--- src/rtl/narrow_float_to_fp32_converter_core_defines.svh ---
// Assertion macros shared by the converter RTL.
`ifndef NARROW_FLOAT_TO_FP32_CONVERTER_CORE_DEFINES_SVH
`define NARROW_FLOAT_TO_FP32_CONVERTER_CORE_DEFINES_SVH

`ifndef NO_ASSERTIONS

// Same-cycle implication, checked out of reset
`define NFC_ASSERT_NOW(label, ante, cons) \
  label: assert property (@(posedge clk_i) disable iff (!rst_ni) (ante) |-> (cons)) \
    else $error("assertion failed: label");

// Next-cycle implication, checked out of reset
`define NFC_ASSERT_NEXT(label, ante, cons) \
  label: assert property (@(posedge clk_i) disable iff (!rst_ni) (ante) |=> (cons)) \
    else $error("assertion failed: label");

`else

`define NFC_ASSERT_NOW(label, ante, cons)
`define NFC_ASSERT_NEXT(label, ante, cons)

`endif

`endif

--- src/rtl/nfc_pkg.sv ---
package nfc_pkg;

  // Conversion selected by the mode register
  typedef enum logic [1:0] {
    MODE_BF16_TO_FP32 = 2'd0,
    MODE_FP16_TO_FP32 = 2'd1,
    MODE_FP8_TO_FP32  = 2'd2,
    MODE_FP32_TO_BF16 = 2'd3
  } mode_e;

  // Register word index of the mode register
  localparam logic REG_MODE = 1'b0;

  localparam logic [31:0] FP32_QNAN     = 32'h7FC0_0000;
  localparam logic [31:0] FP32_EXP_ALL1 = 32'h7F80_0000;
  localparam logic [7:0]  FP16_REBIAS   = 8'd112;
  localparam logic [7:0]  FP8_REBIAS    = 8'd120;
  localparam logic [31:0] RNE_BIAS      = 32'h0000_7FFF;

  // Index of the top set bit of a 10-bit value (0 when empty)
  function automatic logic [3:0] top_bit10(input logic [9:0] v);
    logic [3:0] p;
    p = 4'd0;
    for (int i = 1; i < 10; i++) begin
      if (v[i]) begin
        p = 4'(i);
      end
    end
    return p;
  endfunction

  // bf16 -> fp32: bits move to the upper half
  function automatic logic [31:0] widen_bf16(input logic [31:0] w);
    return {w[15:0], 16'h0000};
  endfunction

  // fp16 -> fp32, subnormals normalized, inf/NaN payload kept
  function automatic logic [31:0] widen_fp16(input logic [31:0] w);
    logic        sgn;
    logic [4:0]  ex;
    logic [9:0]  man;
    logic [3:0]  lzc;
    logic [23:0] norm;
    logic [7:0]  sub_exp;
    logic [31:0] r;
    sgn     = w[15];
    ex      = w[14:10];
    man     = w[9:0];
    lzc     = 4'd9 - top_bit10(man);
    norm    = {man, 14'h0000} << lzc;
    sub_exp = FP16_REBIAS - {4'h0, lzc};
    if (ex == 5'd0) begin
      if (man == 10'd0) begin
        r = {sgn, 31'h0};
      end else begin
        r = {sgn, sub_exp, norm[22:0]};
      end
    end else if (ex == 5'h1F) begin
      r = {sgn, 31'h0} | FP32_EXP_ALL1 | {9'h000, man, 13'h0000};
    end else begin
      r = {sgn, ({3'b000, ex} + FP16_REBIAS), man, 13'h0000};
    end
    return r;
  endfunction

  // fp8 E4M3FN -> fp32, only the all-ones code is NaN
  function automatic logic [31:0] widen_fp8(input logic [31:0] w);
    logic        sgn;
    logic [3:0]  ex;
    logic [2:0]  man;
    logic [3:0]  lzc;
    logic [23:0] norm;
    logic [7:0]  sub_exp;
    logic [31:0] r;
    sgn     = w[7];
    ex      = w[6:3];
    man     = w[2:0];
    lzc     = 4'd2 - top_bit10({7'h00, man});
    norm    = {man, 21'h000000} << lzc;
    sub_exp = FP8_REBIAS - {4'h0, lzc};
    if (ex == 4'hF && man == 3'h7) begin
      r = {sgn, 31'h0} | FP32_QNAN;
    end else if (ex == 4'h0) begin
      if (man == 3'd0) begin
        r = {sgn, 31'h0};
      end else begin
        r = {sgn, sub_exp, norm[22:0]};
      end
    end else begin
      r = {sgn, ({4'h0, ex} + FP8_REBIAS), man, 20'h00000};
    end
    return r;
  endfunction

  // fp32 -> bf16, round to nearest even by bias add, sum wraps
  function automatic logic [31:0] narrow_bf16(input logic [31:0] w);
    logic [31:0] sum;
    sum = w + RNE_BIAS + {31'h0, w[16]};
    return {16'h0000, sum[31:16]};
  endfunction

  function automatic logic [31:0] convert(input mode_e mode, input logic [31:0] w);
    logic [31:0] r;
    case (mode)
      MODE_BF16_TO_FP32: r = widen_bf16(w);
      MODE_FP16_TO_FP32: r = widen_fp16(w);
      MODE_FP8_TO_FP32:  r = widen_fp8(w);
      MODE_FP32_TO_BF16: r = narrow_bf16(w);
      default:           r = narrow_bf16(w);
    endcase
    return r;
  endfunction

endpackage

--- src/rtl/narrow_float_to_fp32_converter_core.sv ---
// Narrow float format converter. The mode register at byte address 0 picks
// bf16->fp32, fp16->fp32, fp8 E4M3FN->fp32 or fp32->bf16 (round to nearest
// even); narrow inputs sit in the low bits of raw_word_i, and a bf16 result
// sits in the low half of result_word_o. Each transaction passes an input
// register and then a result register before it is presented on the result
// port, and one transaction is accepted every cycle as long as the result
// side keeps taking them. Write the mode only while no transaction is in
// flight.
`include "narrow_float_to_fp32_converter_core_defines.svh"

module narrow_float_to_fp32_converter_core
  import nfc_pkg::*;
(
  input  logic        clk_i,
  input  logic        rst_ni,
  // configuration port
  input  logic        psel,
  input  logic        penable,
  input  logic        pwrite,
  input  logic [2:0]  paddr,
  input  logic [31:0] pwdata,
  output logic [31:0] prdata,
  output logic        pready,
  // input channel
  input  logic        raw_valid_i,
  output logic        raw_ready_o,
  input  logic [31:0] raw_word_i,
  // result channel
  output logic        result_valid_o,
  input  logic        result_ready_i,
  output logic [31:0] result_word_o
);

  mode_e       mode_q;
  logic        in_valid_q, in_valid_d;
  logic [31:0] raw_q;
  logic        out_valid_q, out_valid_d;
  logic [31:0] result_q;
  logic        in_accept;
  logic        out_free;
  logic        advance;
  logic        cfg_write;

  // Register access
  assign pready    = 1'b1;
  assign cfg_write = psel && penable && pwrite && (paddr[2] == REG_MODE);
  assign prdata    = (paddr[2] == REG_MODE) ? {30'h0, mode_q} : 32'h0;

  always_ff @(posedge clk_i or negedge rst_ni) begin
    if (!rst_ni) begin
      mode_q <= MODE_BF16_TO_FP32;
    end else if (cfg_write) begin
      mode_q <= mode_e'(pwdata[1:0]);
    end
  end

  // Pipeline control
  assign out_free    = !out_valid_q || result_ready_i;
  assign advance     = in_valid_q && out_free;
  assign raw_ready_o = !in_valid_q || out_free;
  assign in_accept   = raw_valid_i && raw_ready_o;

  always_comb begin
    in_valid_d = in_valid_q;
    if (in_accept) begin
      in_valid_d = 1'b1;
    end else if (advance) begin
      in_valid_d = 1'b0;
    end
    out_valid_d = out_valid_q;
    if (advance) begin
      out_valid_d = 1'b1;
    end else if (result_ready_i) begin
      out_valid_d = 1'b0;
    end
  end

  always_ff @(posedge clk_i or negedge rst_ni) begin
    if (!rst_ni) begin
      in_valid_q  <= 1'b0;
      out_valid_q <= 1'b0;
    end else begin
      in_valid_q  <= in_valid_d;
      out_valid_q <= out_valid_d;
    end
  end

  // Payload registers; conversion sits between them
  always_ff @(posedge clk_i) begin
    if (in_accept) begin
      raw_q <= raw_word_i;
    end
    if (advance) begin
      result_q <= convert(mode_q, raw_q);
    end
  end

  assign result_valid_o = out_valid_q;
  assign result_word_o  = result_q;

  // Checks
  `NFC_ASSERT_NEXT(a_accept_loads, in_accept, in_valid_q && raw_q == $past(raw_word_i))
  `NFC_ASSERT_NEXT(a_input_holds, in_valid_q && !out_free, in_valid_q && $stable(raw_q))
  `NFC_ASSERT_NEXT(a_result_matches, advance,
                   out_valid_q && result_q == convert($past(mode_q), $past(raw_q)))
  `NFC_ASSERT_NOW(a_stall_cause, !raw_ready_o,
                  in_valid_q && out_valid_q && !result_ready_i)

endmodule
--- config.mk ---
export PLATFORM = sky130hd
export DESIGN_NAME = narrow_float_to_fp32_converter_core
export DESIGN_NICKNAME = d
export VERILOG_FILES = /design/src/rtl/nfc_pkg.sv /design/src/rtl/narrow_float_to_fp32_converter_core.sv
export VERILOG_INCLUDE_DIRS = /design/src /design/src/rtl
export SDC_FILE = /design/constraint.sdc
export NUM_CORES = 1
export LEC_CHECK = 0
export BUFFER_PORTS_ARGS = -buffer_cell sky130_fd_sc_hd__buf_2
export CAP_MARGIN = 10
export CORE_MARGIN = 1.5
export CORE_UTILIZATION = 43
export CTS_BUF_LIST = sky130_fd_sc_hd__clkbuf_8 sky130_fd_sc_hd__clkbuf_16
export DETAILED_ROUTE_END_ITERATION = 8
export HOLD_SLACK_MARGIN = 0.02
export PLACE_DENSITY = 0.77
export SLEW_MARGIN = 20
export SYNTH_ARGS = -nofsm -noshare
export SYNTH_HDL_FRONTEND = slang
export SYNTH_SLANG_ARGS = --single-unit
--- constraint.sdc ---
create_clock -name clk_i -period 3.9 [get_ports clk_i]
set_clock_uncertainty 0.15 [all_clocks]
set_input_delay 0.78 -clock clk_i [delete_from_list [all_inputs] [get_ports clk_i]]
set_output_delay 0.78 -clock clk_i [all_outputs]
set_load 0.03 [all_outputs]
==> results of run 1 <==
-- worst register-to-register path, cell delays in order, from the launching register on --
cell and delay, ns:
edfxtp_1 0.39, o31a_1 0.34, nor2_1 0.30, inv_1 0.10
ha_1 0.41, nor3_2 0.59, and3_4 0.32, nand3_1 0.08
a221oi_1 0.30
-- worst paths after layout --
| check | start | end | depth (start not counted) |
|---|---|---|---|
| max in group asynchronous | rst_ni | mode_q[0] | 1 |
| worst min register to register | in_valid_q | result_valid_o | 1 |
| worst min-delay path | rst_ni | result_valid_o | 1 |
| worst max-delay path | raw_q[5] | result_word_o[14] | 8 |
| min in group clk_i | in_valid_q | result_valid_o | 1 |
| worst max register to register | raw_q[5] | result_word_o[14] | 8 |
-- layout make-up --
cell class,count,area [um^2],share of cell area [%]
clock buffer,9,124,2.75
clock inverter,7,75.1,1.67
inverter,13,48.8,1.09
multi-input combinational,264,1590,35.3
sequential,68,2020,45.0
tap,108,135,3.01
timing repair buffer,93,505,11.2
-- per-layer routing --
layer / vias to the layer above / share of wire (%) / track usage [%] / wire length (um)
li1: 1465 / - / - / -
met3: 24 / 8.9 / 5.23 / 802
met5: - / 0 / 0 / 0
met1: 1409 / 42 / 24.3 / 3750
met2: 171 / 47 / 30.5 / 4210
met4: 0 / 2.6 / 8.57 / 231
-- power by group --
group	switching, mW	leakage, nW	internal [mW]
clock	0.279	0.104	0.298
sequential	0.0574	0.669	0.898
combinational	0.355	1.04	0.165
total	0.691	1.81	1.36
-- registers in the layout, indices dropped and copies added (netlist names) --
signal / count
in_valid_q: 1
mode_q: 2
result_valid_o: 1
result_word_o: 32
raw_q: 32
-- synthesized netlist by cell type (3+ instances only) --
cell       n  area share, %
nand4_1    7            1.1
xnor2_1    7            1.6
o211ai_1   4           0.78
buf_4     32            6.2
and2_1     3           0.49
a21oi_1   17            2.2
a31o_2     3           0.68
nand3_1   14            1.8
edfxtp_1  64             50
clkbuf_1  15            1.5
o21ai_0   13            1.7
nor2b_1    7            1.1
o22ai_1    4           0.65
a32oi_1    3           0.68
a31oi_1    5           0.81
or3_1      3           0.49
xor2_1     8            1.8
inv_1     11            1.1
o31ai_1    5           0.97
nand2_1   29            2.8
nor3_1     8            1.0
nor2_1    31            3.0
a21o_1     3           0.58
a211oi_1   3           0.58
mux2_2     5            1.5
nand2b_1   8            1.3
mux2i_1    4            1.0
dfrtp_1    4            2.6
-- cell families (layout without fill, tap and decap cells) --
group | count (synthesis) | count (layout)
AO/OA/AOI/OAI | 83 | 83
AND/OR/NAND/NOR | 123 | 123
buffers and inverters | 64 | 122
multiplexers | 10 | 10
adder cells (fa/ha/maj) | 2 | 2
flip-flops | 68 | 68
XOR/XNOR | 15 | 15
other | 2 | 31
==> reports/metrics.json, run 1 <==
{
  "setup_path": {
    "cp_num_buf_inv": 1,
    "setup.worst_path.start_class": "flip-flop",
    "crit_end_category": "flip-flop",
    "crit_family": "simple AND/OR/NAND/NOR gates",
    "cell_breakdown_of_the_critical_path": "o31a_1 -> nor2_1 -> inv_1 -> ha_1 -> nor3_2 -> and3_4 -> nand3_1 -> a221oi_1",
    "crit_path_max_incr_delay_ns": 0.59,
    "crit_fanout": 8,
    "critPathKind": "flip-flop to flip-flop",
    "critical_path.slowest_cell": "nor3_2",
    "reg2reg_slack_ns": 0.73,
    "critical_path_required_ns": 3.90,
    "timing.critical_path.arrival_ns": 3.17
  },
  "detailed_routing": {
    "antenna_left": 0,
    "mean_routed_wirelength_per_cell_um": 16.0,
    "routed_via_density": 5.46,
    "drt_iter0_drcs": 298,
    "route.detailed.drc": 0,
    "routed-via-count": 3069,
    "drt-total-wl_mm": 9.00,
    "dr.pass1.iters": 6
  },
  "sta": {
    "maxSlewViolCount": 0,
    "finalCritPeriodShare_pct": 81.3,
    "layout_setup_ws_ns": 0.729,
    "setup_tns_ns": 0,
    "worstMarginPinSlew_ns": 0.827,
    "max_slew_margin_pct": 44.8,
    "timing.final.crit_period_ns": 3.17,
    "fmax_ghz": 0.315,
    "rsz0062_at_grt": "false",
    "final_setup_vio_count": 0,
    "report.final.hold_viol_count": 0,
    "worst_hold_slack_ns": 0.0743
  },
  "placed_design": {
    "placedCellCount": 546,
    "dpl_cell_area_um2": 4300,
    "final_weighted_congestion_of_routability_driven_global_placement": 0.967,
    "detailed_place_hpwl_mm": 6.56,
    "preCtsSetupSlack_ns": 0.760,
    "portBuffers": 77
  },
  "layout": {
    "design_area_um2": 4500,
    "num_antenna_cells": 0,
    "num-nets-final": 525,
    "stdcell_count": 562,
    "layout-area-overhead-vs-synth_pct": 16.2,
    "layout.core_utilization_pct": 51.6,
    "drive_above_1_share_pct": 27.3,
    "final_common_cell": "buf_2",
    "nFillCells": 796,
    "final_cell_mix": "77 x buf_2, 64 x edfxtp_1, 31 x nor2_1, 31 x conb_1, 29 x nand2_1"
  },
  "synth": {
    "synthCells": 367,
    "synthAdderAreaFrac_pct": 0.647,
    "synth_xor_area_share_pct": 3.39,
    "syn_area_per_cell_um2": 10.5,
    "synth-edff-count": 64,
    "synthesized_area_fraction_occupied_by_ao_oa_aoi_and_oai_cells_pct": 14.9,
    "muxShareOfSynthArea_pct": 2.88,
    "synth.yosys.warnings": 0,
    "synth_simple_gate_area_share_pct": 16.2,
    "syn_area_um2": 3870,
    "number_of_synthesized_register_bits": 68,
    "async_reset_ff_share_pct": 5.88,
    "synth_top_family_by_area": "simple AND/OR/NAND/NOR gates",
    "commonest_register_cell_after_synthesis": "edfxtp_1",
    "synth.lib_cells_used.distinct": 65,
    "synth-seq-area-share_pct": 52.2
  },
  "floorplanning": {
    "die_w_um": 97.9,
    "floorplan.die.height_um": 97.9,
    "placementRows": 34,
    "floorplan.initialDensity_pct": 44.4,
    "io-pin-count": 141,
    "placeableCoreArea_um2": 8720,
    "total_die_area_um2": 9580
  },
  "worst_hold_path": {
    "holdCritPathClass": "primary input to async pin"
  },
  "cts": {
    "post_cts_resized": 0,
    "clkTransAtPathRegs_ns": 0.08,
    "cts-root-to-sink-buffers": 2,
    "cts_setup_buffers": 0,
    "worstSkewPairLatency_ns": 0.34,
    "count_of_clock_tree_sinks": 68,
    "root_buffer": "clkbuf_8",
    "htreeDepth": 3,
    "holdBufCountCts": 0,
    "tritoncts": "built",
    "cts_buffers": 9
  },
  "run": {
    "drv.max_cap_violation_count": 0
  },
  "global_routing": {
    "global_route.usage.total_pct": 19.1,
    "pin_count_of_the_biggest_net_entering_global_routing": 33,
    "vias_in_the_first_global_route": 2896,
    "grt_antenna_before_repair": 0,
    "grt-ovfl-total": 0,
    "grt_pass1_wl_mm": 14.4
  },
  "power_and_ir_drop": {
    "ir_worst_vdd_v": 0.000277,
    "p_leak_nw": 1.81,
    "power.density_nw_per_um2": 456,
    "power.total_mw": 2.05
  },
  "status": {
    "outcome": "finished, final reports clean"
  }
}
(Power assumes the default switching activity.)
==> inputs of run 2 (changes only) <==
PLACE_DENSITY = 0.8   (was 0.77)
clock period = 2.6 ns   (was 3.9 ns; I/O delays follow)
==> reports/metrics.json, run 2 (synthesis results as in run 1) <==
{
  "status": {
    "outcome": "finished, final reports clean"
  },
  "sta": {
    "max_slew_margin": {"value": 46.8, "unit": "%", "change": "+1.9 points"},
    "worstMarginPinSlew": {"value": 0.796, "unit": "ns", "change": "-0.0317 ns"},
    "fmax": {"value": 0.392, "unit": "GHz", "change": "+24%"},
    "layout_setup_ws": {"value": 0.0470, "unit": "ns", "change": "-0.682 ns"},
    "setup_tns": {"value": 0, "unit": "ns", "change": "unchanged"},
    "report.final.hold_viol_count": {"value": 0, "change": "unchanged"},
    "rsz0062_at_grt": "true",
    "maxSlewViolCount": {"value": 0, "change": "unchanged"},
    "timing.final.crit_period": {"value": 2.55, "unit": "ns", "change": "-0.618 ns"},
    "final_setup_vio_count": {"value": 0, "change": "unchanged"},
    "worst_hold_slack": {"value": 0.192, "unit": "ns", "change": "+0.118 ns"},
    "finalCritPeriodShare": {"value": 98.2, "unit": "%", "change": "+17 points"}
  },
  "layout": {
    "design_area": {"value": 4790, "unit": "um^2", "change": "+6.5%"},
    "layout-area-overhead-vs-synth_pct": 23.8,
    "final_cell_mix": "77 x buf_2, 64 x edfxtp_1, 45 x buf_4",
    "final_common_cell": "buf_2",
    "num-nets-final": {"value": 555, "change": "+5.7%"},
    "drive_above_1_share": {"value": 33.5, "unit": "%", "change": "+6.2 points"},
    "num_antenna_cells": {"value": 0, "change": "unchanged"}
  },
  "setup_path": {
    "setup.worst_path.start_class": "flip-flop",
    "crit_fanout": {"value": 4, "change": "-4"},
    "cell_breakdown_of_the_critical_path": "or4_4 -> nand2_1 -> ha_4 -> xnor2_4 -> nor3_4 -> buf_4 -> a311o_1 -> o21ai_1 -> o21ai_1",
    "timing.critical_path.arrival": {"value": 2.49, "unit": "ns", "change": "-0.68 ns"},
    "critical_path.slowest_cell": "or4_4",
    "critical_path_required": {"value": 2.54, "unit": "ns", "change": "-1.36 ns"},
    "critPathMostFrequentCell": "o21ai_1",
    "critPathKind": "flip-flop to flip-flop",
    "crit_end_category": "flip-flop",
    "crit_path_max_incr_delay": {"value": 0.53, "unit": "ns", "change": "-0.06 ns"}
  },
  "run": {
    "drv.max_cap_violation_count": {"value": 0, "change": "unchanged"}
  },
  "detailed_routing": {
    "dr.pass1.iters": {"value": 6, "change": "unchanged"},
    "drt_iter0_drcs": {"value": 223, "change": "-25%"},
    "antenna_left": {"value": 0, "change": "unchanged"},
    "drt-total-wl": {"value": 9.26, "unit": "mm", "change": "+2.9%"},
    "routed-via-count": {"value": 3156, "change": "+2.8%"},
    "mean_routed_wirelength_per_cell": {"value": 15.6, "unit": "um", "change": "-2.3%"},
    "route.detailed.drc": {"value": 0, "change": "unchanged"},
    "routed_via_density": {"value": 5.33, "change": "-2.4%"}
  },
  "cts": {
    "count_of_clock_tree_sinks": {"value": 68, "change": "unchanged"},
    "cts_buffers": {"value": 9, "change": "unchanged"},
    "htreeDepth": {"value": 3, "change": "unchanged"},
    "clkTransAtPathRegs": {"value": 0.08, "unit": "ns", "change": "about the same"},
    "worstSkewPairLatency": {"value": 0.35, "unit": "ns", "change": "about the same"},
    "cts-root-to-sink-buffers": {"value": 2, "change": "unchanged"},
    "root_buffer": "clkbuf_8",
    "tritoncts": "built"
  },
  "worst_hold_path": {
    "holdCritPathClass": "primary input to flip-flop"
  },
  "placed_design": {
    "detailed_place_hpwl": {"value": 6.84, "unit": "mm", "change": "+4.4%"},
    "portBuffers": {"value": 77, "change": "unchanged"},
    "final_weighted_congestion_of_routability_driven_global_placement": {"value": 0.937, "change": "-3.1%"},
    "preCtsSetupSlack": {"value": 0.0132, "unit": "ns", "change": "-0.747 ns"},
    "dpl_cell_area": {"value": 4520, "unit": "um^2", "change": "+5.1%"}
  },
  "global_routing": {
    "vias_in_the_first_global_route": {"value": 2950, "change": "+1.9%"},
    "grt_antenna_before_repair": {"value": 0, "change": "unchanged"},
    "global_route.usage.total": {"value": 19.3, "unit": "%", "change": "+0.17 points"},
    "pin_count_of_the_biggest_net_entering_global_routing": {"value": 33, "change": "unchanged"},
    "grt_pass1_wl": {"value": 14.6, "unit": "mm", "change": "+0.96%"},
    "grt-ovfl-total": {"value": 0, "change": "unchanged"}
  },
  "floorplanning": {
    "io-pin-count": {"value": 141, "change": "unchanged"},
    "floorplan.initialDensity": {"value": 44.4, "unit": "%", "change": "unchanged"},
    "floorplan.die.height": {"value": 97.9, "unit": "um", "change": "unchanged"},
    "placementRows": {"value": 34, "change": "unchanged"},
    "placeableCoreArea": {"value": 8720, "unit": "um^2", "change": "unchanged"},
    "total_die_area": {"value": 9580, "unit": "um^2", "change": "unchanged"},
    "die_w": {"value": 97.9, "unit": "um", "change": "unchanged"}
  },
  "power_and_ir_drop": {
    "power.density": {"value": 664, "unit": "nW/um^2", "change": "+46%"},
    "p_leak": {"value": 1.97, "unit": "nW", "change": "+8.7%"},
    "power.total": {"value": 3.18, "unit": "mW", "change": "+55%"},
    "ir_worst_vdd": {"value": 0.000496, "unit": "V", "change": "+79%"}
  }
}
run 2: path summary, 6_finish.rpt:
check	start	end	slack [ns]	depth (start not counted)
min reg2reg	in_valid_q	result_valid_o	0.35	1
max	raw_q[7]	result_word_o[21]	0.05	9
max reg2reg	raw_q[7]	result_word_o[21]	0.05	9
min	raw_word_i[24]	raw_q[24]	0.19	1
min in group asynchronous	rst_ni	mode_q[1]	0.37	2
max in group asynchronous	rst_ni	in_valid_q	1.82	2
run 2: worst max-delay path: cells and delay by family, from the launching register on:
family | cells | cell delay [ns]
AO/OA/AOI/OAI | 3 | 0.49
AND/OR/NAND/NOR | 3 | 0.74
XOR/XNOR | 1 | 0.14
buffers and inverters | 1 | 0.15
flip-flops | 1 | 0.42
adder cells (fa/ha/maj) | 1 | 0.20
run 2: through the flow:
step,utilization [%],instances
after CTS,54.2,589
after global routing,54.9,592
after floorplan,-,396
after global placement,51.8,572
final,54.9,592
after detailed placement,51.8,572
run 2: timing repair:
action                                  4_1_cts  5_1_grt
setup buffers                                 0        3
hold buffers                                  1        0
endpoints found under the hold margin         4        0
resized for setup                             0        8
endpoints found under the setup margin        0        6
run 2: per-layer routing:
metal / vias up / GRT usage (%) / routed length (um)
met5: - / 0 / 0
met4: 0 / 6.59 / 99
met3: 9 / 3.72 / 714
met2: 155 / 31.1 / 4440
met1: 1468 / 26.2 / 4000
li1: 1524 / - / -
run 2: where the power goes:
group	internal [mW]	switching [mW]	leakage [nW]
registers	1.35	0.0575	0.669
logic	0.317	0.582	1.19
clock network	0.449	0.428	0.104
run 2: area by class of cell:
class	count	area [um^2]
clock buffers	9	124
clock inverters	7	75.1
fillers	762	3930
inverters	13	48.8
multi-input cells	264	1650
flip-flops and latches	68	2020
well taps	108	135
repair buffers	123	733
==> inputs of run 3 (changes only) <==
ABC_AREA = 1   (was default)
CORE_MARGIN = 2   (was 1.5)
==> reports/metrics.json, run 3 <==
{
  "status": {
    "outcome": "finished, final reports clean"
  },
  "sta": {
    "max_slew_margin": {"value": 64.0, "unit": "%", "change": "+17 points"},
    "report.final.hold_viol_count": {"value": 0, "change": "unchanged"},
    "final_setup_vio_count": {"value": 0, "change": "unchanged"},
    "worst_hold_slack": {"value": 0.190, "unit": "ns", "change": "-0.00198 ns"},
    "maxSlewViolCount": {"value": 0, "change": "unchanged"},
    "rsz0062_at_grt": "false",
    "timing.final.crit_period": {"value": 2.43, "unit": "ns", "change": "-0.127 ns"},
    "setup_tns": {"value": 0, "unit": "ns", "change": "unchanged"},
    "finalCritPeriodShare": {"value": 93.3, "unit": "%", "change": "-4.9 points"},
    "worstMarginPinSlew": {"value": 0.538, "unit": "ns", "change": "-0.258 ns"},
    "fmax": {"value": 0.412, "unit": "GHz", "change": "+5.2%"}
  },
  "floorplanning": {
    "placementRows": {"value": 33, "change": "-2.9%"},
    "die_w": {"value": 97.2, "unit": "um", "change": "-0.68%"},
    "io-pin-count": {"value": 141, "change": "unchanged"},
    "floorplan.initialDensity": {"value": 45.0, "unit": "%", "change": "+0.63 points"},
    "total_die_area": {"value": 9450, "unit": "um^2", "change": "-1.4%"},
    "placeableCoreArea": {"value": 8300, "unit": "um^2", "change": "-4.8%"},
    "floorplan.die.height": {"value": 97.2, "unit": "um", "change": "-0.68%"}
  },
  "layout": {
    "layout-area-overhead-vs-synth_pct": 19.0,
    "drive_above_1_share": {"value": 30.4, "unit": "%", "change": "-3.1 points"},
    "num_antenna_cells": {"value": 0, "change": "unchanged"},
    "layout.core_utilization": {"value": 53.5, "unit": "%", "change": "-1.4 points"},
    "final_common_cell": "buf_2",
    "final_cell_mix": "77 x buf_2, 64 x edfxtp_1, 61 x nand2_1",
    "num-nets-final": {"value": 568, "change": "+2.3%"},
    "stdcell_count": {"value": 602, "change": "+1.7%"}
  },
  "synth": {
    "most_common_cell_in_the_synthesized_netlist": "edfxtp_1",
    "synth.lib_cells_used.distinct": {"value": 39, "change": "-40%"},
    "synth-seq-area-share": {"value": 54.1, "unit": "%", "change": "+1.9 points"},
    "netlist_top_cells_area": "edfxtp_1 51%, buf_4 6.4%, nand2_1 6.1%",
    "async_reset_ff_share": {"value": 5.88, "unit": "%", "change": "unchanged"},
    "syn_area_per_cell": {"value": 9.50, "unit": "um^2", "change": "-9.9%"},
    "synth-edff-count": {"value": 64, "change": "unchanged"},
    "synth.yosys.warnings": {"value": 0, "change": "unchanged"},
    "synth_top_cells_by_count": "64 x edfxtp_1, 61 x nand2_1, 36 x inv_1",
    "syn_area": {"value": 3730, "unit": "um^2", "change": "-3.5%"},
    "synth_top_area_share": {"value": 51.5, "unit": "%", "change": "+1.8 points"},
    "number_of_synthesized_register_bits": {"value": 68, "change": "unchanged"},
    "synthCells": {"value": 393, "change": "+7.1%"},
    "synth.largest_area_cell": "edfxtp_1",
    "commonest_register_cell_after_synthesis": "edfxtp_1"
  },
  "global_routing": {
    "grt_antenna_before_repair": {"value": 0, "change": "unchanged"},
    "global_route.usage.total": {"value": 18.3, "unit": "%", "change": "-0.95 points"},
    "grt-ovfl-total": {"value": 0, "change": "unchanged"},
    "globalRouteMet1Util": {"value": 24.1, "unit": "%", "change": "-2.0 points"},
    "pin_count_of_the_biggest_net_entering_global_routing": {"value": 33, "change": "unchanged"},
    "global_route.peak_usage_layer": "met2",
    "grt_pass1_wl": {"value": 13.7, "unit": "mm", "change": "-5.6%"},
    "globalRouteMet2Util": {"value": 28.6, "unit": "%", "change": "-2.5 points"},
    "vias_in_the_first_global_route": {"value": 2884, "change": "-2.2%"},
    "groute.layer.met3.usage": {"value": 3.81, "unit": "%", "change": "+0.091 points"}
  },
  "cts": {
    "cts_buffers": {"value": 9, "change": "unchanged"},
    "root_buffer": "clkbuf_8",
    "cts_setup_buffers": {"value": 0, "change": "unchanged"},
    "tritoncts": "built",
    "worstSkewPairLatency": {"value": 0.35, "unit": "ns", "change": "about the same"},
    "cts-root-to-sink-buffers": {"value": 2, "change": "unchanged"},
    "clkTransAtPathRegs": {"value": 0.08, "unit": "ns", "change": "about the same"},
    "count_of_clock_tree_sinks": {"value": 68, "change": "unchanged"},
    "htreeDepth": {"value": 3, "change": "unchanged"}
  },
  "setup_path": {
    "critical_path_required": {"value": 2.53, "unit": "ns", "change": "about the same"},
    "crit_fanout": {"value": 5, "change": "+1"},
    "critical_path.startpoint": "raw_q[9]",
    "worst_r2r_startpoint": "raw_q[9]",
    "r2r.worst_path.cells": {"value": 13, "change": "+4"},
    "reg2reg_slack": {"value": 0.17, "unit": "ns", "change": "+0.13 ns"},
    "setup.worst_path.start_class": "flip-flop",
    "timing.critical_path.arrival": {"value": 2.35, "unit": "ns", "change": "-0.14 ns"},
    "crit_end_category": "flip-flop",
    "rr_endpoint": "result_word_o[20]",
    "critPathKind": "flip-flop to flip-flop",
    "critPathCapture": "result_word_o[20]"
  },
  "detailed_routing": {
    "drt-total-wl": {"value": 8.57, "unit": "mm", "change": "-7.4%"},
    "routed-via-count": {"value": 3065, "change": "-2.9%"},
    "antenna_left": {"value": 0, "change": "unchanged"},
    "mean_routed_wirelength_per_cell": {"value": 14.2, "unit": "um", "change": "-9.0%"},
    "routed_via_density": {"value": 5.09, "change": "-4.5%"},
    "drt_iter0_drcs": {"value": 286, "change": "+28%"},
    "dr.pass1.iters": {"value": 5, "change": "-1"},
    "route.detailed.drc": {"value": 0, "change": "unchanged"}
  },
  "placed_design": {
    "detailed_place_hpwl": {"value": 6.34, "unit": "mm", "change": "-7.3%"},
    "placedCellCount": {"value": 585, "change": "+2.3%"},
    "final_weighted_congestion_of_routability_driven_global_placement": {"value": 0.955, "change": "+2.0%"},
    "portBuffers": {"value": 77, "change": "unchanged"}
  },
  "power_and_ir_drop": {
    "ir_worst_vdd": {"value": 0.000447, "unit": "V", "change": "-9.9%"},
    "power.density": {"value": 697, "unit": "nW/um^2", "change": "+5.0%"},
    "power.total": {"value": 3.10, "unit": "mW", "change": "-2.6%"},
    "p_leak": {"value": 1.97, "unit": "nW", "change": "about the same"}
  },
  "worst_hold_path": {
    "holdCritPathClass": "primary input to flip-flop"
  },
  "run": {
    "drv.max_cap_violation_count": {"value": 0, "change": "unchanged"}
  }
}
==> run 3: logic make-up (layout without fill, tap and decap cells) <==
logic type	after synthesis	after routing	share of synthesized area [%]
and+or+nand+nor	161	161	20.5
buffers and inverters	86	161	12.4
AOI/OAI and AO/OA	71	71	11.4
DFF	68	68	54.1
xor gates and xnor gates	3	3	0.704
adders and majority gates	2	2	0.670
other	2	31	0.201
==> run 3: cell type report <==
| cell class | instances | area, um^2 |
|---|---|---|
| Clock inverter | 7 | 67.6 |
| Inverter | 47 | 179 |
| Multi-Input combinational cell | 268 | 1370 |
| Tap cell | 105 | 131 |
| Sequential cell | 68 | 2020 |
| Fill cell | 783 | 3860 |
| Timing Repair Buffer | 98 | 546 |
| Clock buffer | 9 | 124 |
==> run 3: critical path: stages, from the launching register on <==
cell and delay [ns]:
edfxtp_1 0.43, inv_2 0.12, nand2_2 0.09, a21oi_4 0.16
inv_4 0.04, ha_1 0.21, nor2_1 0.21, nor2_2 0.08
nand3_1 0.14, inv_2 0.09, nand3_1 0.09, nand3_1 0.10
o211ai_1 0.12, nand3_1 0.13
==> run 3: per-layer routing <==
metal / share of wire, % / vias up
met1: 43 / 1389
met5: 0 / -
li1: - / 1486
met4: 2.6 / 0
met2: 47 / 168
met3: 7.8 / 22
==> run 3: stage by stage <==
step           area, um^2  worst slack [ns]
2_1_floorplan        3850             0.148
3_3_place_gp         4240             0.244
3_5_place_dp         4240             0.193
4_1_cts              4440             0.175
5_1_grt              4440            0.0199
6_report             4440             0.174
==> run 3: what timing repair did <==
item	in CTS	in global routing
hold buffers	1	0
gates resized for setup	0	2
hold endpoints to repair	4	0
setup endpoints to repair	0	2
==> run 3: worst min path at each step <==
stage	startpoint	endpoint	slack, ns	depth (start not counted)
after floorplan	rst_ni	in_valid_q	0.07	0
after detailed placement	rst_ni	mode_q[0]	0.18	1
final	raw_word_i[6]	raw_q[6]	0.19	1
after global routing	raw_word_i[25]	raw_q[25]	0.18	1
after CTS	raw_word_i[6]	raw_q[6]	0.18	1
after global placement	rst_ni	in_valid_q	0.18	1
==> run 3: power by group <==
group / internal [mW] / switching (mW)
Clock: 0.439 / 0.407
Combinational: 0.240 / 0.584
Sequential: 1.37 / 0.0603
Total: 2.05 / 1.05
